--- src/hw/rtl/jbt_pkg.sv ---
package jbt_pkg;

    // Lexer mode
    typedef enum logic [2:0] {
        MODE_IDLE    = 3'd0,
        MODE_STRING  = 3'd1,
        MODE_NUMBER  = 3'd2,
        MODE_KEYWORD = 3'd3,
        MODE_ERROR   = 3'd4
    } t_mode;

    // Token kinds
    localparam logic [3:0] KIND_LBRACE   = 4'd0;
    localparam logic [3:0] KIND_RBRACE   = 4'd1;
    localparam logic [3:0] KIND_LBRACKET = 4'd2;
    localparam logic [3:0] KIND_RBRACKET = 4'd3;
    localparam logic [3:0] KIND_COLON    = 4'd4;
    localparam logic [3:0] KIND_COMMA    = 4'd5;
    localparam logic [3:0] KIND_STRING   = 4'd6;
    localparam logic [3:0] KIND_NUMBER   = 4'd7;
    localparam logic [3:0] KIND_TRUE     = 4'd8;
    localparam logic [3:0] KIND_FALSE    = 4'd9;
    localparam logic [3:0] KIND_NULL     = 4'd10;

    // Error codes
    localparam logic [1:0] ERR_NONE         = 2'd0;
    localparam logic [1:0] ERR_UNEXPECTED   = 2'd1;
    localparam logic [1:0] ERR_UNTERMINATED = 2'd2;

    // Keyword selects
    localparam logic [1:0] KW_TRUE  = 2'd0;
    localparam logic [1:0] KW_FALSE = 2'd1;
    localparam logic [1:0] KW_NULL  = 2'd2;

    // Characters
    localparam logic [7:0] CH_LBRACE   = 8'h7B;
    localparam logic [7:0] CH_RBRACE   = 8'h7D;
    localparam logic [7:0] CH_LBRACKET = 8'h5B;
    localparam logic [7:0] CH_RBRACKET = 8'h5D;
    localparam logic [7:0] CH_COLON    = 8'h3A;
    localparam logic [7:0] CH_COMMA    = 8'h2C;
    localparam logic [7:0] CH_SPACE    = 8'h20;
    localparam logic [7:0] CH_LF       = 8'h0A;
    localparam logic [7:0] CH_CR       = 8'h0D;
    localparam logic [7:0] CH_TAB      = 8'h09;
    localparam logic [7:0] CH_QUOTE    = 8'h22;
    localparam logic [7:0] CH_MINUS    = 8'h2D;
    localparam logic [7:0] CH_DOT      = 8'h2E;
    localparam logic [7:0] CH_ZERO     = 8'h30;
    localparam logic [7:0] CH_NINE     = 8'h39;
    localparam logic [7:0] CH_T        = 8'h74;
    localparam logic [7:0] CH_F        = 8'h66;
    localparam logic [7:0] CH_N        = 8'h6E;
    localparam logic [7:0] CH_R        = 8'h72;
    localparam logic [7:0] CH_U        = 8'h75;
    localparam logic [7:0] CH_E        = 8'h65;
    localparam logic [7:0] CH_A        = 8'h61;
    localparam logic [7:0] CH_L        = 8'h6C;
    localparam logic [7:0] CH_S        = 8'h73;

    // One result item
    typedef struct packed {
        logic [3:0] token_kind;
        logic [7:0] content_byte;
        logic       content_valid;
        logic       token_end;
        logic [1:0] error_code;
    } t_item;

    // Results caused by one input byte
    typedef struct packed {
        t_item first;
        t_item second;
        logic  two;
    } t_pair;

    // Outcome of lexing a byte from idle
    typedef struct packed {
        logic  emit;
        t_item item;
        t_mode mode;
        logic  kw_load;
    } t_idle_res;

    localparam t_item ITEM_NONE = '{4'd0, 8'd0, 1'b0, 1'b0, ERR_NONE};

    function automatic t_item make_item(input logic [3:0] kind, input logic [7:0] cbyte,
                                        input logic cvalid, input logic tend,
                                        input logic [1:0] err);
        t_item it;
        it.token_kind    = kind;
        it.content_byte  = cbyte;
        it.content_valid = cvalid;
        it.token_end     = tend;
        it.error_code    = err;
        return it;
    endfunction

    function automatic logic is_digit(input logic [7:0] c);
        return (c >= CH_ZERO) && (c <= CH_NINE);
    endfunction

    // Keyword length; an unused select falls back to true
    function automatic logic [2:0] kw_len(input logic [1:0] sel);
        logic [2:0] len;
        unique case (sel)
            KW_FALSE: len = 3'd5;
            default:  len = 3'd4;
        endcase
        return len;
    endfunction

    function automatic logic [3:0] kw_kind(input logic [1:0] sel);
        logic [3:0] kind;
        unique case (sel)
            KW_FALSE: kind = KIND_FALSE;
            KW_NULL:  kind = KIND_NULL;
            default:  kind = KIND_TRUE;
        endcase
        return kind;
    endfunction

    // Expected letter at a position of a keyword
    function automatic logic [7:0] kw_char(input logic [1:0] sel, input logic [2:0] pos);
        logic [7:0] ch;
        ch = 8'd0;
        unique case (sel)
            KW_FALSE: begin
                unique case (pos)
                    3'd0:    ch = CH_F;
                    3'd1:    ch = CH_A;
                    3'd2:    ch = CH_L;
                    3'd3:    ch = CH_S;
                    3'd4:    ch = CH_E;
                    default: ch = 8'd0;
                endcase
            end
            KW_NULL: begin
                unique case (pos)
                    3'd0:    ch = CH_N;
                    3'd1:    ch = CH_U;
                    3'd2:    ch = CH_L;
                    3'd3:    ch = CH_L;
                    default: ch = 8'd0;
                endcase
            end
            default: begin
                unique case (pos)
                    3'd0:    ch = CH_T;
                    3'd1:    ch = CH_R;
                    3'd2:    ch = CH_U;
                    3'd3:    ch = CH_E;
                    default: ch = 8'd0;
                endcase
            end
        endcase
        return ch;
    endfunction

    // Lex one byte from idle: at most one item
    function automatic t_idle_res lex_idle(input logic [7:0] c, input logic last);
        t_idle_res r;
        r.emit    = 1'b0;
        r.item    = ITEM_NONE;
        r.mode    = MODE_IDLE;
        r.kw_load = 1'b0;
        unique case (c)
            CH_LBRACE: begin
                r.emit = 1'b1;
                r.item = make_item(KIND_LBRACE, 8'd0, 1'b0, 1'b1, ERR_NONE);
            end
            CH_RBRACE: begin
                r.emit = 1'b1;
                r.item = make_item(KIND_RBRACE, 8'd0, 1'b0, 1'b1, ERR_NONE);
            end
            CH_LBRACKET: begin
                r.emit = 1'b1;
                r.item = make_item(KIND_LBRACKET, 8'd0, 1'b0, 1'b1, ERR_NONE);
            end
            CH_RBRACKET: begin
                r.emit = 1'b1;
                r.item = make_item(KIND_RBRACKET, 8'd0, 1'b0, 1'b1, ERR_NONE);
            end
            CH_COLON: begin
                r.emit = 1'b1;
                r.item = make_item(KIND_COLON, 8'd0, 1'b0, 1'b1, ERR_NONE);
            end
            CH_COMMA: begin
                r.emit = 1'b1;
                r.item = make_item(KIND_COMMA, 8'd0, 1'b0, 1'b1, ERR_NONE);
            end
            CH_SPACE, CH_LF, CH_CR, CH_TAB: begin
                r.emit = 1'b0;
            end
            CH_QUOTE: begin
                if (last) begin
                    r.emit = 1'b1;
                    r.item = make_item(4'd0, 8'd0, 1'b0, 1'b0, ERR_UNTERMINATED);
                end else begin
                    r.mode = MODE_STRING;
                end
            end
            CH_T, CH_F, CH_N: begin
                if (last) begin
                    r.emit = 1'b1;
                    r.item = make_item(4'd0, c, 1'b0, 1'b0, ERR_UNEXPECTED);
                end else begin
                    r.mode    = MODE_KEYWORD;
                    r.kw_load = 1'b1;
                end
            end
            default: begin
                r.emit = 1'b1;
                if (is_digit(c) || (c == CH_MINUS)) begin
                    r.mode = MODE_NUMBER;
                    r.item = make_item(KIND_NUMBER, c, 1'b1, 1'b0, ERR_NONE);
                end else begin
                    r.mode = MODE_ERROR;
                    r.item = make_item(4'd0, c, 1'b0, 1'b0, ERR_UNEXPECTED);
                end
            end
        endcase
        return r;
    endfunction

endpackage

--- src/hw/rtl/jbt_lexer.sv ---
module jbt_lexer (
    input  logic          i_clk,
    input  logic          i_rst_n,
    input  logic          i_accept,
    input  logic [7:0]    i_data_byte,
    input  logic          i_end_of_input,
    output logic          o_push,
    output jbt_pkg::t_pair o_pair
);

    jbt_pkg::t_mode     r_mode, n_mode;
    logic [1:0]         r_kw_sel, n_kw_sel;
    logic [2:0]         r_kw_pos, n_kw_pos;
    logic [7:0]         r_kw_first, n_kw_first;

    jbt_pkg::t_idle_res idle_res;
    logic               num_char;
    logic               kw_match;
    logic [2:0]         kw_pos_inc;
    logic [1:0]         item_cnt;

    // Shared decode terms
    assign idle_res   = jbt_pkg::lex_idle(i_data_byte, i_end_of_input);
    assign num_char   = jbt_pkg::is_digit(i_data_byte) || (i_data_byte == jbt_pkg::CH_DOT);
    assign kw_pos_inc = r_kw_pos + 3'd1;
    assign kw_match   = (r_kw_pos < jbt_pkg::kw_len(r_kw_sel)) &&
                        (i_data_byte == jbt_pkg::kw_char(r_kw_sel, r_kw_pos));

    // Next state
    always_comb begin
        n_mode     = r_mode;
        n_kw_sel   = r_kw_sel;
        n_kw_pos   = r_kw_pos;
        n_kw_first = r_kw_first;
        unique case (r_mode)
            jbt_pkg::MODE_STRING: begin
                if (i_data_byte == jbt_pkg::CH_QUOTE) begin
                    n_mode = jbt_pkg::MODE_IDLE;
                end
            end
            jbt_pkg::MODE_NUMBER, jbt_pkg::MODE_IDLE: begin
                if ((r_mode == jbt_pkg::MODE_IDLE) || !num_char) begin
                    n_mode = idle_res.mode;
                    if (idle_res.kw_load) begin
                        n_kw_pos   = 3'd1;
                        n_kw_first = i_data_byte;
                        if (i_data_byte == jbt_pkg::CH_T) begin
                            n_kw_sel = jbt_pkg::KW_TRUE;
                        end else if (i_data_byte == jbt_pkg::CH_F) begin
                            n_kw_sel = jbt_pkg::KW_FALSE;
                        end else begin
                            n_kw_sel = jbt_pkg::KW_NULL;
                        end
                    end
                end
            end
            jbt_pkg::MODE_KEYWORD: begin
                if (kw_match) begin
                    n_kw_pos = kw_pos_inc;
                    if (kw_pos_inc >= jbt_pkg::kw_len(r_kw_sel)) begin
                        n_mode = jbt_pkg::MODE_IDLE;
                    end
                end else begin
                    n_mode = jbt_pkg::MODE_ERROR;
                end
            end
            default: begin
                n_mode = r_mode;
            end
        endcase
        // End of message always returns to idle
        if (i_end_of_input) begin
            n_mode     = jbt_pkg::MODE_IDLE;
            n_kw_sel   = 2'd0;
            n_kw_pos   = 3'd0;
            n_kw_first = 8'd0;
        end
    end

    // Result items for this byte
    always_comb begin
        o_pair.first  = jbt_pkg::ITEM_NONE;
        o_pair.second = jbt_pkg::ITEM_NONE;
        item_cnt      = 2'd0;
        unique case (r_mode)
            jbt_pkg::MODE_STRING: begin
                item_cnt = 2'd1;
                if (i_data_byte == jbt_pkg::CH_QUOTE) begin
                    o_pair.first = jbt_pkg::make_item(jbt_pkg::KIND_STRING, 8'd0, 1'b0, 1'b1,
                                                      jbt_pkg::ERR_NONE);
                end else begin
                    o_pair.first = jbt_pkg::make_item(jbt_pkg::KIND_STRING, i_data_byte, 1'b1,
                                                      1'b0, jbt_pkg::ERR_NONE);
                    if (i_end_of_input) begin
                        o_pair.second = jbt_pkg::make_item(4'd0, 8'd0, 1'b0, 1'b0,
                                                           jbt_pkg::ERR_UNTERMINATED);
                        item_cnt      = 2'd2;
                    end
                end
            end
            jbt_pkg::MODE_NUMBER: begin
                item_cnt = 2'd1;
                if (num_char) begin
                    o_pair.first = jbt_pkg::make_item(jbt_pkg::KIND_NUMBER, i_data_byte, 1'b1,
                                                      1'b0, jbt_pkg::ERR_NONE);
                    if (i_end_of_input) begin
                        o_pair.second = jbt_pkg::make_item(jbt_pkg::KIND_NUMBER, 8'd0, 1'b0,
                                                           1'b1, jbt_pkg::ERR_NONE);
                        item_cnt      = 2'd2;
                    end
                end else begin
                    // Close the number, then lex the byte as from idle
                    o_pair.first = jbt_pkg::make_item(jbt_pkg::KIND_NUMBER, 8'd0, 1'b0, 1'b1,
                                                      jbt_pkg::ERR_NONE);
                    if (idle_res.emit) begin
                        o_pair.second = idle_res.item;
                        item_cnt      = 2'd2;
                    end
                end
            end
            jbt_pkg::MODE_KEYWORD: begin
                if (kw_match) begin
                    if (kw_pos_inc >= jbt_pkg::kw_len(r_kw_sel)) begin
                        o_pair.first = jbt_pkg::make_item(jbt_pkg::kw_kind(r_kw_sel), 8'd0,
                                                          1'b0, 1'b1, jbt_pkg::ERR_NONE);
                        item_cnt     = 2'd1;
                    end else if (i_end_of_input) begin
                        o_pair.first = jbt_pkg::make_item(4'd0, r_kw_first, 1'b0, 1'b0,
                                                          jbt_pkg::ERR_UNEXPECTED);
                        item_cnt     = 2'd1;
                    end
                end else begin
                    o_pair.first = jbt_pkg::make_item(4'd0, r_kw_first, 1'b0, 1'b0,
                                                      jbt_pkg::ERR_UNEXPECTED);
                    item_cnt     = 2'd1;
                end
            end
            jbt_pkg::MODE_IDLE: begin
                if (idle_res.emit) begin
                    o_pair.first = idle_res.item;
                    item_cnt     = 2'd1;
                end
            end
            default: begin
                item_cnt = 2'd0;
            end
        endcase
        o_pair.two = item_cnt[1];
    end

    assign o_push = i_accept && (item_cnt != 2'd0);

    // Advance lexer state on each input transfer
    always_ff @(posedge i_clk) begin
        if (!i_rst_n) begin
            r_mode     <= jbt_pkg::MODE_IDLE;
            r_kw_sel   <= 2'd0;
            r_kw_pos   <= 3'd0;
            r_kw_first <= 8'd0;
        end else if (i_accept) begin
            r_mode     <= n_mode;
            r_kw_sel   <= n_kw_sel;
            r_kw_pos   <= n_kw_pos;
            r_kw_first <= n_kw_first;
        end
    end

endmodule

--- src/hw/rtl/jbt_out_queue.sv ---
module jbt_out_queue (
    input  logic           i_clk,
    input  logic           i_rst_n,
    input  logic           i_push,
    input  jbt_pkg::t_pair i_pair,
    output logic           o_full,
    output logic           o_valid,
    input  logic           i_stall,
    output jbt_pkg::t_item o_item,
    output logic           o_last
);

    jbt_pkg::t_pair r_slot [2];
    logic           r_wr_ptr;
    logic           r_rd_ptr;
    logic [1:0]     r_count;
    logic           r_sub;

    jbt_pkg::t_pair head;
    logic           xfer;
    logic           pop;

    assign head    = r_slot[r_rd_ptr];
    assign o_valid = (r_count != 2'd0);
    assign o_full  = (r_count == 2'd2);
    assign o_item  = r_sub ? head.second : head.first;
    assign o_last  = head.two ? r_sub : 1'b1;
    assign xfer    = o_valid && !i_stall;
    assign pop     = xfer && o_last;

    // Store each byte's results as one entry
    always_ff @(posedge i_clk) begin
        if (i_push) begin
            r_slot[r_wr_ptr] <= i_pair;
        end
    end

    // Track pointers, fill level and item within the head entry
    always_ff @(posedge i_clk) begin
        if (!i_rst_n) begin
            r_wr_ptr <= 1'b0;
            r_rd_ptr <= 1'b0;
            r_count  <= 2'd0;
            r_sub    <= 1'b0;
        end else begin
            if (i_push) begin
                r_wr_ptr <= ~r_wr_ptr;
            end
            if (pop) begin
                r_rd_ptr <= ~r_rd_ptr;
                r_sub    <= 1'b0;
            end else if (xfer) begin
                r_sub <= 1'b1;
            end
            unique case ({i_push, pop})
                2'b10:   r_count <= r_count + 2'd1;
                2'b01:   r_count <= r_count - 2'd1;
                default: r_count <= r_count;
            endcase
        end
    end

endmodule

--- src/hw/rtl/json_byte_tokenizer_top.sv ---
// Streaming JSON tokenizer.
// Input channel: i_valid / o_stall with i_data_byte and i_end_of_input; a byte
// transfers on a rising edge with i_valid high and o_stall low. Output channel:
// o_valid / i_stall with one token item per transfer; o_last_result marks the
// final item caused by an input byte (each byte gives zero, one or two items).
// A byte is decoded in the cycle it transfers and its items are written to a
// two-entry result queue, whose registered head entry drives the output port.
// Throughput is one byte per cycle while each byte yields at most one item
// and i_stall is low; a byte yielding two items holds its queue entry until
// both are out, the output port moving one item per cycle while not stalled.
// o_stall rises only when both queue entries are occupied; it does not look
// at i_stall combinationally. When the receiver stalls, the current item is
// held unchanged and the queue fills, after which input is held off.
// Synchronous reset (i_rst_n low) empties the queue and returns the lexer to
// idle; the block is ready for input in the first cycle after reset.
module json_byte_tokenizer_top (
    input  logic       i_clk,
    input  logic       i_rst_n,
    input  logic       i_valid,
    output logic       o_stall,
    input  logic [7:0] i_data_byte,
    input  logic       i_end_of_input,
    output logic       o_valid,
    input  logic       i_stall,
    output logic [3:0] o_token_kind,
    output logic [7:0] o_content_byte,
    output logic       o_content_valid,
    output logic       o_token_end,
    output logic [1:0] o_error_code,
    output logic       o_last_result
);

    logic           in_xfer;
    logic           push;
    logic           full;
    jbt_pkg::t_pair pair;
    jbt_pkg::t_item item;

    assign o_stall = full;
    assign in_xfer = i_valid && !full;

    jbt_lexer u_lexer (
        .i_clk          (i_clk),
        .i_rst_n        (i_rst_n),
        .i_accept       (in_xfer),
        .i_data_byte    (i_data_byte),
        .i_end_of_input (i_end_of_input),
        .o_push         (push),
        .o_pair         (pair)
    );

    jbt_out_queue u_out_queue (
        .i_clk   (i_clk),
        .i_rst_n (i_rst_n),
        .i_push  (push),
        .i_pair  (pair),
        .o_full  (full),
        .o_valid (o_valid),
        .i_stall (i_stall),
        .o_item  (item),
        .o_last  (o_last_result)
    );

    // Unpack the current item onto the ports
    assign o_token_kind    = item.token_kind;
    assign o_content_byte  = item.content_byte;
    assign o_content_valid = item.content_valid;
    assign o_token_end     = item.token_end;
    assign o_error_code    = item.error_code;

endmodule

--- config.mk ---
export PLATFORM = sky130hd
export DESIGN_NAME = json_byte_tokenizer_top
export DESIGN_NICKNAME = d
export VERILOG_FILES = /design/src/hw/rtl/jbt_pkg.sv /design/src/hw/rtl/jbt_lexer.sv /design/src/hw/rtl/jbt_out_queue.sv /design/src/hw/rtl/json_byte_tokenizer_top.sv
export SDC_FILE = /design/constraint.sdc
export NUM_CORES = 1
export LEC_CHECK = 0
export BUFFER_PORTS_ARGS = -buffer_cell sky130_fd_sc_hd__buf_2
export CORE_UTILIZATION = 40
export CTS_BUF_LIST = sky130_fd_sc_hd__clkbuf_8
export DETAILED_ROUTE_END_ITERATION = 10
export REMOVE_ABC_BUFFERS = 1
export SLEW_MARGIN = 20
export SYNTH_ARGS = -nofsm -noshare
export SYNTH_HDL_FRONTEND = slang
export SYNTH_SLANG_ARGS = --single-unit
--- constraint.sdc ---
create_clock -name i_clk -period 4.7 [get_ports i_clk]
set_input_delay 1.175 -clock i_clk [delete_from_list [all_inputs] [get_ports i_clk]]
set_output_delay 1.175 -clock i_clk [all_outputs]
set_load 0.1 [all_outputs]
## Yosys cells after proc, flatten, opt, wreduce, memory -nomap -nowiden

Memories as Yosys holds them, arrays and structs flattened. A register that Yosys moved wholly into a read port is not among the register bits.
Cells that the tools add are included.

| word-level totals | value |
|---|---|
| bits in registers | 21 |
| RAM bits | 66 |
| input bits | 13 |
| output and inout bits | 19 |
| memories kept | 1 |

| cells by class | value |
|---|---|
| $add $sub $neg | 3 |
| magnitude comparators | 4 |
| equality and inequality tests | 34 |
| mux-type cells | 64 |
| bitwise operators | 3 |
| reduce and logical (&&, ||, !) cells | 31 |

Memories:

| name | words | width | read ports | clocked after memory_dff | wr ports | RTL line | RTL |
|---|---|---|---|---|---|---|---|
| u_out_queue.r_slot | 2 | 33 | 1 | 1 | 1 | jbt_out_queue.sv:13 | `jbt_pkg::t_pair r_slot [2];` |

Operators with widths:

| operator | count |
|---|---|
| $pmux W16 S9 | 1 |
| $mux W16 | 5 |
| $pmux W16 S4 | 1 |
| $eq A8 B7 Y1 const B | 7 |
| $eq A8 B6 Y1 const B | 6 |
| $mux W3 | 12 |
| $pmux W7 S5 | 1 |
| $mux W17 | 2 |
| $mux W8 | 4 |
| $pmux W16 S2 | 1 |
| $mux W28 | 1 |
| $pmux W7 S4 | 1 |
| $mux W2 | 13 |
| $eq A8 B4 Y1 const B | 3 |
| $mux W12 | 2 |
| $pmux W7 S3 | 1 |
| $mux W18 | 1 |
| $pmux W3 S3 | 2 |
| $pmux W8 S2 | 1 |
| $mux W15 | 1 |
| $eq A3 B2 Y1 const B | 4 |
| $ne A3 B2 Y1 const B | 4 |
| $reduce_bool A2 Y1 | 6 |
| $reduce_and A5 Y1 | 2 |
| 30 further kinds | 57 |

## Depth between registers and ports, before layout

Gate-level depths: netlist (run 1).

| logic depth | value |
|---|---|
| depth in word-level cells | 16 |
| mapped depth | 14 |
| gate-level depth less buffers | 13 |

## Modules after synthesis

Synthesis (run 1) repeated with hierarchy kept, for this count alone.

| unflattened totals | value |
|---|---|
| cells, all modules | 406 |
| area total of the unflattened synthesis | 4650.7 um^2 |

By module, submodules not included:

| module | times used | cells an instance | area each (um^2) | sequential area each (um^2) |
|---|---|---|---|---|
| jbt_out_queue | 1 | 120 | 2697.6 | 2102.0 |
| jbt_lexer | 1 | 285 | 1939.4 | 320.3 |
| json_byte_tokenizer_top | 1 | 1 | 13.8 | 0.0 |

## Worst setup path before layout (run 1)

Ideal clock, no wire load.

| path | value |
|---|---|
| path type | input -> register |
| from | input port i_data_byte[3] |
| to | memory u_out_queue.r_slot[0][0] in the netlist's numbering (enable) |
| library setup time | 0.421 ns |
| data arrival time | 4.175 ns |
| required time | 4.279 ns |
| setup slack | 0.104 ns |
| stages on the path | 8 |
| buffers on the path | 1 |
| cell sequence | buf_6 > or3b_4 > a2111oi_4 > nor2_1 > o221a_1 > o221ai_1 > a21oi_2 > nor2_1 |

| between the ends | value |
|---|---|
| word-level cells in the longest chain between the ends | 10 |

Ends and longest elaborated chain:

| item | RTL line | RTL |
|---|---|---|
| start, declared | json_byte_tokenizer_top.sv:21 | `input logic [7:0] i_data_byte,` |
| $eq A8 B6 Y1 (tied with other cells) | jbt_pkg.sv:167 | `unique case (c)` |
| $reduce_or A4 Y1 / $reduce_or A3 Y1 (equally long branches) | jbt_pkg.sv:167 |  |
| $pmux W1 S3 | jbt_pkg.sv:167 |  |
| $mux W2 | jbt_lexer.sv:115 | `if (idle_res.emit) begin` |
| $mux W2 | jbt_lexer.sv:103 | `if (num_char) begin` |
| $pmux W2 S4 * | jbt_lexer.sv:85 | `unique case (r_mode)` |
| $reduce_bool A2 Y1 * | jbt_lexer.sv:151 | `assign o_push = i_accept && (item_cnt != 2'd0);` |
| $logic_and A1 B1 Y1 * | jbt_lexer.sv:151 |  |
| $mux W1 * | jbt_out_queue.sv:33 | `if (i_push) begin` |
| $mux W1 (implied by the code) * | jbt_out_queue.sv:34 | `r_slot[r_wr_ptr] <= i_pair;` |
| end, declared | jbt_out_queue.sv:13 |  |

Every way passes the cells marked *; elsewhere a longest branch is shown, timed or not.

## Worst setup path in the final report (run 1)

| path | value |
|---|---|
| from | input port i_data_byte[4] |
| to | register u_out_queue.r_count[1] |

| between the ends | value |
|---|---|
| word-level cells in the longest chain between the ends | 10 |

Ends and longest elaborated chain:

| item | RTL line | RTL |
|---|---|---|
| $eq A8 B6 Y1 (tied with other cells) | jbt_pkg.sv:167 |  |
| $reduce_or A4 Y1 / $reduce_or A3 Y1 (equally long branches) | jbt_pkg.sv:167 |  |
| $pmux W1 S3 | jbt_pkg.sv:167 |  |
| $mux W2 | jbt_lexer.sv:115 |  |
| $mux W2 | jbt_lexer.sv:103 |  |
| $pmux W2 S4 * | jbt_lexer.sv:85 |  |
| $reduce_bool A2 Y1 * | jbt_lexer.sv:151 |  |
| $logic_and A1 B1 Y1 * | jbt_lexer.sv:151 |  |
| $eq A2 B1 Y1 / $eq A2 B2 Y1 (equally long branches) | jbt_out_queue.sv:55 | `unique case ({i_push, pop})` |
| $pmux W2 S2 / $reduce_bool A2 Y1 (equally long branches) | -- |  |
| end signal, assigned | jbt_out_queue.sv:56 | `2'b10: r_count <= r_count + 2'd1;` |
| end signal, assigned | jbt_out_queue.sv:57 | `2'b01: r_count <= r_count - 2'd1;` |
| end signal, assigned | jbt_out_queue.sv:58 | `default: r_count <= r_count;` |
| end, declared | jbt_out_queue.sv:16 | `logic [1:0] r_count;` |

Marked as above.
A chain may end at the register's enable or synchronous reset.

==> results of run 1 <==
## state kept, by name, summed over array words and instances (netlist names), named ones only
name and cells:
u_lexer.r_mode 3, u_lexer.r_kw_first 8, u_out_queue.r_slot 64, u_lexer.r_kw_pos 3, u_lexer.r_kw_sel 2, u_out_queue.r_rd_ptr 1
u_out_queue.r_wr_ptr 1, u_out_queue.r_count 2, u_out_queue.r_sub 1
## final timing paths
check | startpoint | endpoint | cells past startpoint
worst max-delay path | i_data_byte[4] | u_out_queue.r_count[1] | 10
worst min-delay path | u_out_queue.r_wr_ptr | u_out_queue.r_wr_ptr | 2
worst max register to register | u_lexer.r_kw_pos[0] | u_out_queue.r_count[1] | 12
worst min register to register | u_out_queue.r_wr_ptr | u_out_queue.r_wr_ptr | 2
## final cells by class
type	instances	area, um^2	area share, %
Clock buffer	9	123.9	2.409
Inverter	23	86.33	1.679
Sequential cell	86	2362	45.95
Clock inverter	7	127.6	2.482
Multi-Input combinational cell	270	2073	40.33
Timing Repair Buffer	36	192.7	3.748
Tap cell	140	175.2	3.407
## cell usage after synthesis (7+ instances only)
cell type  number
clkbuf_1       14
nand2_1        22
and2_1         18
and3_1          7
buf_2           7
o21ai_0        14
a21oi_1        22
edfxtp_1       64
mux4_2         15
nor3_1          7
inv_1          21
a22o_1          7
mux2i_1         9
nor2_1         27
ha_1           11
nor2b_1        12
dfxtp_1        22
## cells by family (layout without fill, tap and decap cells)
| logic type | Yosys count | count (layout) |
|---|---|---|
| AOI/OAI and AO/OA | 98 | 98 |
| and+or+nand+nor | 129 | 129 |
| muxes | 25 | 25 |
| adders and majority gates | 11 | 11 |
| xor gates and xnor gates | 7 | 7 |
| DFF | 86 | 86 |
| buffers and inverters | 47 | 75 |
## per-layer routing
metal	track usage [%]	up-vias	wire length [um]
met4	8.476	0	276
met3	3.734	19	425
li1	-	1578	-
met5	0	-	0
met2	30.28	94	4922
met1	24.75	1633	4867
## worst min-delay path, delay by kind of cell (launching register included)
family	cells	cell delay, ns
flops	1	0.34
simple gates	1	0.06
mux	1	0.06
## metrics by stage
stage,hold slack (ns),util (%)
3_3_place_gp,0.4683,44.33
2_1_floorplan,0.4514,-
4_1_cts,0.4945,46.61
5_1_grt,0.5083,46.61
6_report,0.4989,46.61
3_5_place_dp,0.4826,44.33
## power groups by stage
| stage | sequential [uW] | combinational [uW] | clock [uW] |
|---|---|---|---|
| after floorplan | 1010 | 754 | 0 |
| after global placement | 1020 | 916 | 0 |
| after detailed placement | 1020 | 922 | 0 |
| after CTS | 1010 | 923 | 665 |
| after global routing | 1020 | 960 | 689 |
| final | 1000 | 916 | 645 |
==> impl_results.md, run 1 <==
- Post-synth EDFFs: 64
- Grt total ovfl: 0
- Hold Crit Class: register to register
- Clock sink count: 86
- Post-DRT Antenna Nets: 0
- Setup Skew: 0.01225 ns
- DRT Wirelength: ~10000 um
- First-pass GRT wire length: ~17000 um
- Cell-internal power: between 1500 and 2000 uW
- Area fraction of the dominant cell type after synthesis: between 40% and 50%
- Via-to-Cell Ratio: 5.821
- WS Path Type: input port to register
- Buf/Inv on CP: 1
- Async SR Flop Fraction: 0%
- Core footprint: 0.01103 mm^2
- Die X-Extent: between 100 and 150 um
- Number of detailed-route iterations in the first pass: 6
- Post-place setup slack: 0.4696 ns
- IO Count: 32
- Fmax achieved: 258.8 MHz
- PwrDens: 499.0 mW/mm^2
- Post-CTS Setup Bufs: 0
- Total number of vias: roughly 3300
- Die area: about 0.012 mm^2
- PortBufs: 31
- Synthesized area per cell: 11.47 um^2
- Placed cells: 555
- Largest family of logic cells by synthesized area: simple AND/OR/NAND/NOR gates
- Hold Fails Final Rpt: 0
- Nets: 450
- Req. time, crit path: 5.01 ns
- Startpoint Class: input port
- Clk pwr share: 25.2%
- Std-Cell Rows: 38
- Final Setup Violations: 0
- Commonest non-fill, non-tap cell in the layout: edfxtp_1
- Fraction of layout cells with a size suffix above 1: around a fifth
- Fill count: just over 1000
- Flop2flop setup slack: 0.88 ns
- Post-route DRC violation count: 0
- GRT Total Usage: 18.89%
- Power, Total: 2566 uW
- Synth Warn #: 0
- Design area: roughly 0.0051 mm^2
- Synth Area in Compound Gates: between 10% and 20%
- Largest net degree at the start of global routing: 26
- Relative slew slack: 38.49%
- CTS Root Cell: clkbuf_8
- Post-route insts no fill: 571
- Most frequent cells in the layout: 64 x edfxtp_1, 31 x buf_2, 25 x nor2_1
- Crit Path Max Fanout: 15
- MaxCap Viol Count: 0
- Crit path DAT: about 4.2 ns
- Logic gate share of total power: 35.7%
- Sequential Power Share: 39.1%
- GPL Wtd Cong: 0.9480
- CP max stage cell: a2111oi_4
- Fin worst setup slack: 0.8364 ns
- Top delay family on crit path: compound AO/OA/AOI/OAI gates
- Cell area after synthesis: 0.004623 mm^2
- Area contributors post-synth: edfxtp_1 42%, dfxtp_1 9.5%, mux4_2 7.3%
- Gate Count Post-Synth: 403
- HPWL Detailed: 7495 um
- Post-detailed-route wirelength per cell: approximately 18 um
- Synth Area in Adders: 2.977%
- Setup TNS: 0 ns
- Area grow syn2layout: 11.20%
- CTS H-Tree Depth: 3
- Lkg Pwr: around 0.0018 uW
- Post-Synth Simple-Gate Area: 15.62%
- Crit end category: register
- Hold Buf Count CTS: 0
- Initial antenna violation count: 0
- Outcome: completed
- Starting DRT DRC Count: 301
- RSZ-0062 raised after global routing: false
- Worst-Skew Late Latency: 0.37 ns
- Register area share after synthesis: 51.10%
- Register bit total from synthesis: 86
- CTS Buffer Depth: 2
- Worst-margin pin slew: 0.9166 ns
- Vert. Die Dim: 109.5 um
- Tmin final: between 3 and 4 ns
- Main synth FF type: edfxtp_1
- Mux contribution to synthesized area: 9.499%
- Peak VDD IR: 267.0 uV
- # diodes: 0
- Synth cell types: 69
- Xor-xnor portion of the synthesized cell area: 1.326%
- Pins Over Slew Limit: 0
- Post-synth top area cell: edfxtp_1
- Clock-pin transition on the worst setup and hold timing paths: 0.10 ns
- P_sw: 1046 uW
- Initial core utilization: a little over two fifths
- CP Cell Sequence: buf_2 -> or3b_4 -> a2111oi_4 -> nor2_1 -> o31ai_2 -> o221ai_1 -> a21oi_2 -> ha_1 -> or3_1 -> a21boi_0
- Vias in the first global route: 3121
- Slowest Stage Delay on Critical Path: 0.53 ns
- CTS Buf Count: 9
- Post-cts sizing count: 0
- Placed cell areas: 0.004890 mm^2
- CTS tree: yes
- Post-route clock period utilization: roughly 80%
- Switching Fraction: 40.76%
No activity file was read; power rests on OpenSTA's default activity.
==> run 2, diff against run 1 <==
--- a/config.mk
+++ b/config.mk
@@ -5,6 +5,7 @@
 export SDC_FILE = /design/constraint.sdc
 export NUM_CORES = 1
 export LEC_CHECK = 0
+export ABC_AREA = 1
 export BUFFER_PORTS_ARGS = -buffer_cell sky130_fd_sc_hd__buf_2
 export CORE_UTILIZATION = 40
 export CTS_BUF_LIST = sky130_fd_sc_hd__clkbuf_8
==> constraint.sdc (replaced) <==
create_clock -name i_clk -period 3.2 [get_ports i_clk]
set_input_delay 0.8 -clock i_clk [delete_from_list [all_inputs] [get_ports i_clk]]
set_output_delay 0.8 -clock i_clk [all_outputs]
set_load 0.1 [all_outputs]
==> impl_results.md, run 2 <==
- Outcome: completed
- Post-route insts no fill: 710 (+24%)
- WS Path Type: register to register
- Register bit total from synthesis: 86 (unchanged)
- Post-CTS Setup Bufs: 0 (unchanged)
- R2R cell count: 20 (+8)
- CP max stage cell: dfxtp_1
- Multi-input logic area: 0.001929 mm^2 (-6.9%)
- Most frequent cells in the layout: 84 x nand2_1, 79 x nor2_1, 64 x edfxtp_1
- Core footprint: 0.01098 mm^2 (-0.43%)
- Sequential Area: 0.002364 mm^2 (about the same)
- RSZ-0062 raised after global routing: false
- Hold Crit Class: register to register
- Clock sink count: 86 (unchanged)
- Area grow syn2layout: 13.37%
- Top delay family on crit path: simple AND/OR/NAND/NOR gates
- Post-route DRC violation count: 0 (unchanged)
- First-pass GRT wire length: 17480 um (+5.1%)
- Cell area after synthesis: 0.004576 mm^2 (-1.0%)
- Placed cell areas: 0.004959 mm^2 (+1.4%)
- Lkg Pwr: 0.002127 uW (+18%)
- Slowest Stage Delay on Critical Path: 0.46 ns (-0.07 ns)
- Tmin final: 2.888 ns
- Pins Over Slew Limit: 0 (unchanged)
- MaxCap Viol Count: 0 (unchanged)
- PwrDens: 941.2 mW/mm^2 (+89%)
- Util after Layout: 47.23% (+0.62 points)
- Worst-margin pin slew: 0.5620 ns (-0.3546 ns)
- Fraction of layout cells with a size suffix above 1: 20.70% (+0.75 points)
- Crit path DAT: 3.13 ns (-1.04 ns)
- Setup Skew: 0.007545 ns (-0.004705 ns)
- Crit end category: register
- Req. time, crit path: 3.45 ns (-1.56 ns)
- Post-synth EDFFs: 64 (unchanged)
- Std-Cell Rows: 38 (unchanged)
- Clock-pin transition on the worst setup and hold timing paths: 0.09 ns (about the same)
- Initial core utilization: 41.66% (-0.25 points)
- Main synth FF type: edfxtp_1
- Synth cell count leaders: 84 x nand2_1, 80 x nor2_1, 64 x edfxtp_1
- CP Launch Point: u_lexer.r_kw_pos[2]
- Largest net degree at the start of global routing: 33 (+27%)
- RR Endpoint: u_out_queue.r_count[1]
- GRT Total Usage: 19.32% (+0.43 points)
- Post-route clock period utilization: about nine tenths
- Worst R2R Start: u_lexer.r_kw_pos[2]
- Most common cell type on the critical path: nand2_1
- Cell count along the critical path: 20 (+10)
- Most frequent cell after synthesis: nand2_1
- GPL Wtd Cong: 0.8940 (-5.7%)
- Vias in the first global route: 3550 (+14%)
- Max FFs per register: 64 (unchanged)
- Relative slew slack: 62.14% (+24 points)
- Hold Fails Final Rpt: 0 (unchanged)
- Final hold slack: 0.4400 ns (-0.05897 ns)
- Synth Warn #: 0 (unchanged)
- CTS Buffer Depth: 2 (unchanged)
- Async SR Flop Fraction: 0% (unchanged)
- Setup TNS: 0 ns (unchanged)
- CTS tree: yes
- CTS H-Tree Depth: 3 (unchanged)
- Placed cells: 694 (+25%)
- DRT Wirelength: 10810 um (+3.1%)
- Commonest non-fill, non-tap cell in the layout: nand2_1
- Startpoint Class: register
- Via-to-Cell Ratio: 5.234 (-10%)
- Total number of vias: 3716 (+12%)
- Starting DRT DRC Count: 226 (-25%)
- Nets: 589 (+31%)
- Synthesized area per cell: 8.682 um^2 (-24%)
- Vert. Die Dim: 109.0 um (-0.50%)
- Post-detailed-route wirelength per cell: 15.23 um (-17%)
- IO Count: 32 (unchanged)
- CTS Root Cell: clkbuf_8
- Buf/Inv on CP: 1 (unchanged)
- Worst-Skew Late Latency: 0.36 ns (about the same)
- Crit Path Max Fanout: 6 (-9)
- Final Setup Violations: 0 (unchanged)
- Critical path endpoint: u_out_queue.r_count[1]
- Leading registers by flop count: u_out_queue.r_slot x64, u_lexer.r_kw_first x8
- Number of detailed-route iterations in the first pass: 4 (-2)
- PortBufs: 31 (unchanged)
- Die X-Extent: 109.0 um (-0.50%)
- Design area: 0.005187 mm^2 (+0.90%)
- Grt total ovfl: 0 (unchanged)
- Register area share after synthesis: 51.63% (+0.53 points)
- CTS Buf Count: 9 (unchanged)
- Area contributors post-synth: edfxtp_1 42%, dfxtp_1 9.6%, nand2_1 6.9%
- Reg with most FFs: u_out_queue.r_slot
- Post-synth top area cell: edfxtp_1
- Area fraction of the dominant cell type after synthesis: 42.00% (+0.43 points)
- # diodes: 0 (unchanged)
- Flop2flop setup slack: 0.31 ns (-0.57 ns)
- CP Cell Sequence: inv_2 -> ha_1 -> nor2_2 -> nand2_1 -> nand2_1 -> nand3_1 -> nand2_1 -> nand2_1 -> nand2_1 -> nand2_1 -> nor2_2 -> nand3_1 -> nand2_1 -> nand2_2 -> nand2_1 -> ha_1 -> a21oi_1 -> o21ai_0 -> o21ai_0 -> a21oi_1
- Fmax achieved: 346.3 MHz
- Initial antenna violation count: 0 (unchanged)
- Gate Count Post-Synth: 527 (+31%)
- Die area: 0.01187 mm^2 (-1.0%)
- Fill count: 1078 (+5.5%)
- Peak VDD IR: 525.3 uV (+97%)
- HPWL Detailed: 8063 um (+7.6%)
- Post-DRT Antenna Nets: 0 (unchanged)
- Synth cell types: 40 (-42%)
-- run 2: changes by cell type after synthesis, moves of 15 or more --
cell | previous run | this run
o21ai_0 | 14 | 51
mux4_2 | 15 | 0
nor2_1 | 27 | 80
inv_1 | 21 | 46
and2_1 | 18 | 0
nand3_1 | 4 | 26
nand2_1 | 22 | 84
inv_2 | 1 | 18
-- run 2: per-stage QoR --
step	total power, uW	setup slack, ns
finish	4882	0.3120
CTS	4907	0.2669
floorplan	3535	-0.6479
global route	5121	0.006235
global placement	4024	0.1108
detailed placement	4055	0.09879
-- run 2: timing repair --
item | 4_1_cts | 5_1_grt
gates resized for setup | 0 | 2
hold endpoints to repair | 0 | 0
endpoints found under the setup margin | 0 | 1
hold buffers | 0 | 0
-- run 2: how the worst min path moves through the flow --
stage / end / startpoint / slack, ns / cells past startpoint
global placement: u_lexer.r_kw_first[7] / u_lexer.r_kw_first[7] / 0.43 / 2
finish: u_lexer.r_kw_first[7] / u_lexer.r_kw_first[7] / 0.44 / 2
detailed placement: u_lexer.r_kw_first[7] / u_lexer.r_kw_first[7] / 0.43 / 2
global route: u_lexer.r_kw_first[7] / u_lexer.r_kw_first[7] / 0.47 / 2
CTS: u_lexer.r_kw_first[7] / u_lexer.r_kw_first[7] / 0.44 / 2
floorplan: u_lexer.r_kw_first[0] / u_lexer.r_kw_first[0] / 0.42 / 2
-- run 2: power by group --
part / leakage (uW) / switching (uW) / internal (uW)
combinational: 0.00123 / 1970 / 477
clock: 0.000108 / 409 / 450
sequential: 0.000788 / 82.1 / 1490
-- run 2: area by class of cell --
cell class              count  share of cell area (%)
well taps                 140                   3.377
multi-input cells         365                   37.19
repair buffers             38                   4.776
inverters                  65                   4.703
clock buffers               9                   2.388
clock inverters             7                   2.002
flip-flops and latches     86                   45.56
-- run 2: routing by layer --
layer | part of all wire, % | vias to the layer above | track usage [%]
li1 | - | 1857 | -
met1 | 47 | 1774 | 25.20
met2 | 48 | 73 | 32.88
met3 | 3.5 | 12 | 3.288
met4 | 1.0 | 0 | 5.405
met5 | 0 | - | 0
-- run 2: logic make-up after synthesis --
| logic type | Yosys count | synth area share, % |
|---|---|---|
| xor+xnor | 1 | 0.1914 |
| simple gates | 234 | 23.93 |
| fa+ha+maj | 11 | 3.008 |
| flops | 86 | 51.63 |
| buf+inv | 76 | 6.262 |
| compound gates | 119 | 14.99 |
-- run 2: worst register-to-register path: stages (launching register included) --
cell,delay [ns]
dfxtp_1,0.46
inv_2,0.12
ha_1,0.28
nor2_2,0.20
nand2_1,0.07
nand2_1,0.09
nand3_1,0.10
nand2_1,0.07
nand2_1,0.05
nand2_1,0.05
nand2_1,0.06
nor2_2,0.12
nand3_1,0.11
nand2_1,0.11
nand2_2,0.07
nand2_1,0.10
ha_1,0.27
a21oi_1,0.14
o21ai_0,0.11
o21ai_0,0.16
a21oi_1,0.06
==> run 3, diff against run 2 <==
--- a/config.mk
+++ b/config.mk
@@ -10,6 +10,7 @@
 export CORE_UTILIZATION = 40
 export CTS_BUF_LIST = sky130_fd_sc_hd__clkbuf_8
 export DETAILED_ROUTE_END_ITERATION = 10
+export PLACE_DENSITY = 0.68
 export REMOVE_ABC_BUFFERS = 1
 export SLEW_MARGIN = 20
 export SYNTH_ARGS = -nofsm -noshare
==> impl_results.md, run 3 (synthesis results as in run 2) <==
- CTS H-Tree Depth: 3 (unchanged)
- Most common cell type on the critical path: nand2_1
- Worst R2R Start: u_lexer.r_kw_sel[0]
- Vert. Die Dim: 109.0 um (unchanged)
- Die area: 0.01187 mm^2 (unchanged)
- Design area: 0.005189 mm^2 (about the same)
- Fill count: 1031 (-4.4%)
- Fmax achieved: 347.0 MHz (+0.22%)
- Worst-Skew Late Latency: 0.36 ns (about the same)
- Setup Skew: 0.008680 ns (+0.001135 ns)
- CTS Buffer Depth: 2 (unchanged)
- Top delay family on crit path: simple AND/OR/NAND/NOR gates
- Post-DRT Antenna Nets: 0 (unchanged)
- Crit end category: register
- RSZ-0062 raised after global routing: false
- First-pass GRT wire length: 17050 um (-2.5%)
- CP max stage cell: ha_1
- Most frequent cells in the layout: 84 x nand2_1, 79 x nor2_1, 64 x edfxtp_1
- PwrDens: 934.0 mW/mm^2 (-0.76%)
- R2R cell count: 19 (-5.0%)
- Clock sink count: 86 (unchanged)
- Clock-pin transition on the worst setup and hold timing paths: 0.08 ns (about the same)
- Setup TNS: 0 ns (unchanged)
- Cell count along the critical path: 19 (-5.0%)
- RR Endpoint: u_out_queue.r_count[1]
- Final hold slack: 0.4461 ns (+0.006174 ns)
- Final Setup Violations: 0 (unchanged)
- Pins Over Slew Limit: 0 (unchanged)
- Fraction of layout cells with a size suffix above 1: 20.32% (-0.39 points)
- Hold Crit Class: register to register
- Via-to-Cell Ratio: 5.243 (+0.18%)
- Crit path DAT: 3.12 ns (about the same)
- Vias in the first global route: 3517 (-0.93%)
- Reg with most FFs: u_out_queue.r_slot
- Outcome: completed
- Power, Total: 4846 uW (-0.74%)
- CTS Root Cell: clkbuf_8
- Area grow syn2layout: 13.40% (about the same)
- Lkg Pwr: 0.002145 uW (+0.84%)
- WS Path Type: register to register
- Req. time, crit path: 3.44 ns (about the same)
- IO Count: 32 (unchanged)
- Crit Path Max Fanout: 7 (+1)
- GRT Total Usage: 18.84% (-0.49 points)
- Peak VDD IR: 554.5 uV (+5.6%)
- PortBufs: 31 (unchanged)
- CP Launch Point: u_lexer.r_kw_sel[0]
- Worst-margin pin slew: 0.4918 ns (-0.07024 ns)
- Startpoint Class: register
- Post-route DRC violation count: 0 (unchanged)
- Largest net degree at the start of global routing: 33 (unchanged)
- Slowest Stage Delay on Critical Path: 0.42 ns (-0.04 ns)
- HPWL Detailed: 7916 um (-1.8%)
- Total number of vias: 3728 (+0.32%)
- CTS Buf Count: 9 (unchanged)
- CP Cell Sequence: inv_1 -> ha_1 -> inv_1 -> nand3_1 -> nand2_1 -> nand2_1 -> nand2_1 -> nor2_1 -> nand3_1 -> nor2_2 -> nand3_1 -> nand2_1 -> nand2_2 -> nand2_1 -> ha_1 -> a21oi_1 -> o21ai_0 -> o21ai_0 -> a21oi_1
- Relative slew slack: 67.22% (+5.1 points)
- Leading registers by flop count: u_out_queue.r_slot x64, u_lexer.r_kw_first x8
- Die X-Extent: 109.0 um (unchanged)
- Initial core utilization: 41.66% (unchanged)
- Core footprint: 0.01098 mm^2 (unchanged)
- Max FFs per register: 64 (unchanged)
- Post-CTS Setup Bufs: 0 (unchanged)
- Tmin final: 2.882 ns (-0.006421 ns)
- DRT Wirelength: 10550 um (-2.4%)
- Std-Cell Rows: 38 (unchanged)
- # diodes: 0 (unchanged)
- Grt total ovfl: 0 (unchanged)
- Post-route clock period utilization: 90.05% (-0.20 points)
- Initial antenna violation count: 0 (unchanged)
- CTS tree: yes
- MaxCap Viol Count: 0 (unchanged)
- Hold Fails Final Rpt: 0 (unchanged)
- Starting DRT DRC Count: 202 (-11%)
- Buf/Inv on CP: 2 (+1)
- Commonest non-fill, non-tap cell in the layout: nand2_1
- Post-detailed-route wirelength per cell: 14.84 um (-2.6%)
- Critical path endpoint: u_out_queue.r_count[1]
- Placed cell areas: 0.004974 mm^2 (+0.30%)
- GPL Wtd Cong: 0.8764 (-2.0%)
- Nets: 591 (+0.34%)
- Number of detailed-route iterations in the first pass: 5 (+1)
- Flop2flop setup slack: 0.32 ns (about the same)
## run 3: worst reg2reg max path: stages (launching register included)
cell     delay, ns
dfxtp_1       0.34
inv_1         0.08
ha_1          0.42
inv_1         0.18
nand3_1       0.15
nand2_1       0.06
nand2_1       0.05
nand2_1       0.05
nor2_1        0.08
nand3_1       0.09
nor2_2        0.18
nand3_1       0.10
nand2_1       0.11
nand2_2       0.07
nand2_1       0.10
ha_1          0.26
a21oi_1       0.12
o21ai_0       0.12
o21ai_0       0.16
a21oi_1       0.05
## run 3: power breakdown
group | total (uW) | internal (uW) | leakage [uW] | switching, uW
Clock | 815 | 453 | 0.000115 | 362
Combinational | 2460 | 491 | 0.00124 | 1970
Sequential | 1570 | 1490 | 0.000788 | 78.9
Total | 4850 | 2440 | 0.00214 | 2410
## run 3: timing repair
item	in CTS	in global routing
gates resized for setup	0	1
setup endpoints to repair	0	1
endpoints found under the hold margin	0	0
hold buffers	0	0
## run 3: worst min-delay path by stage
stage	start	endpoint	slack, ns	cells past startpoint
floorplan	u_lexer.r_kw_first[0]	u_lexer.r_kw_first[0]	0.42	2
global placement	u_lexer.r_kw_first[0]	u_lexer.r_kw_first[0]	0.43	2
detailed placement	u_lexer.r_kw_first[0]	u_lexer.r_kw_first[0]	0.44	2
CTS	u_lexer.r_kw_first[7]	u_lexer.r_kw_first[7]	0.45	2
global route	u_lexer.r_kw_first[7]	u_lexer.r_kw_first[7]	0.48	2
finish	u_lexer.r_kw_first[7]	u_lexer.r_kw_first[7]	0.45	2
## run 3: cell type report
cell class / count / area, um^2 / area share (%)
clock buffers: 10 / 137.6 / 2.653
clock inverters: 5 / 76.32 / 1.471
inverters: 65 / 244.0 / 4.702
multi-input cells: 365 / 1929 / 37.18
flip-flops and latches: 86 / 2364 / 45.55
well taps: 140 / 175.2 / 3.376
repair buffers: 40 / 262.8 / 5.064
## run 3: per-stage QoR
step | setup slack [ns] | cells | utilization (%)
3_5_place_dp | 0.1073 | 696 | 45.28
4_1_cts | 0.2603 | 711 | 47.23
3_3_place_gp | 0.09428 | 696 | 45.28
6_report | 0.3184 | 711 | 47.24
5_1_grt | 0.005190 | 711 | 47.24
2_1_floorplan | -0.6479 | 516 | -
## run 3: routing by layer
metal	up-vias	GRT usage, %	wire [um]
met1	1766	24.09	4897
met4	0	5.888	122
met3	9	4.423	458
li1	1861	-	-
met2	92	31.40	5071
met5	-	0	0
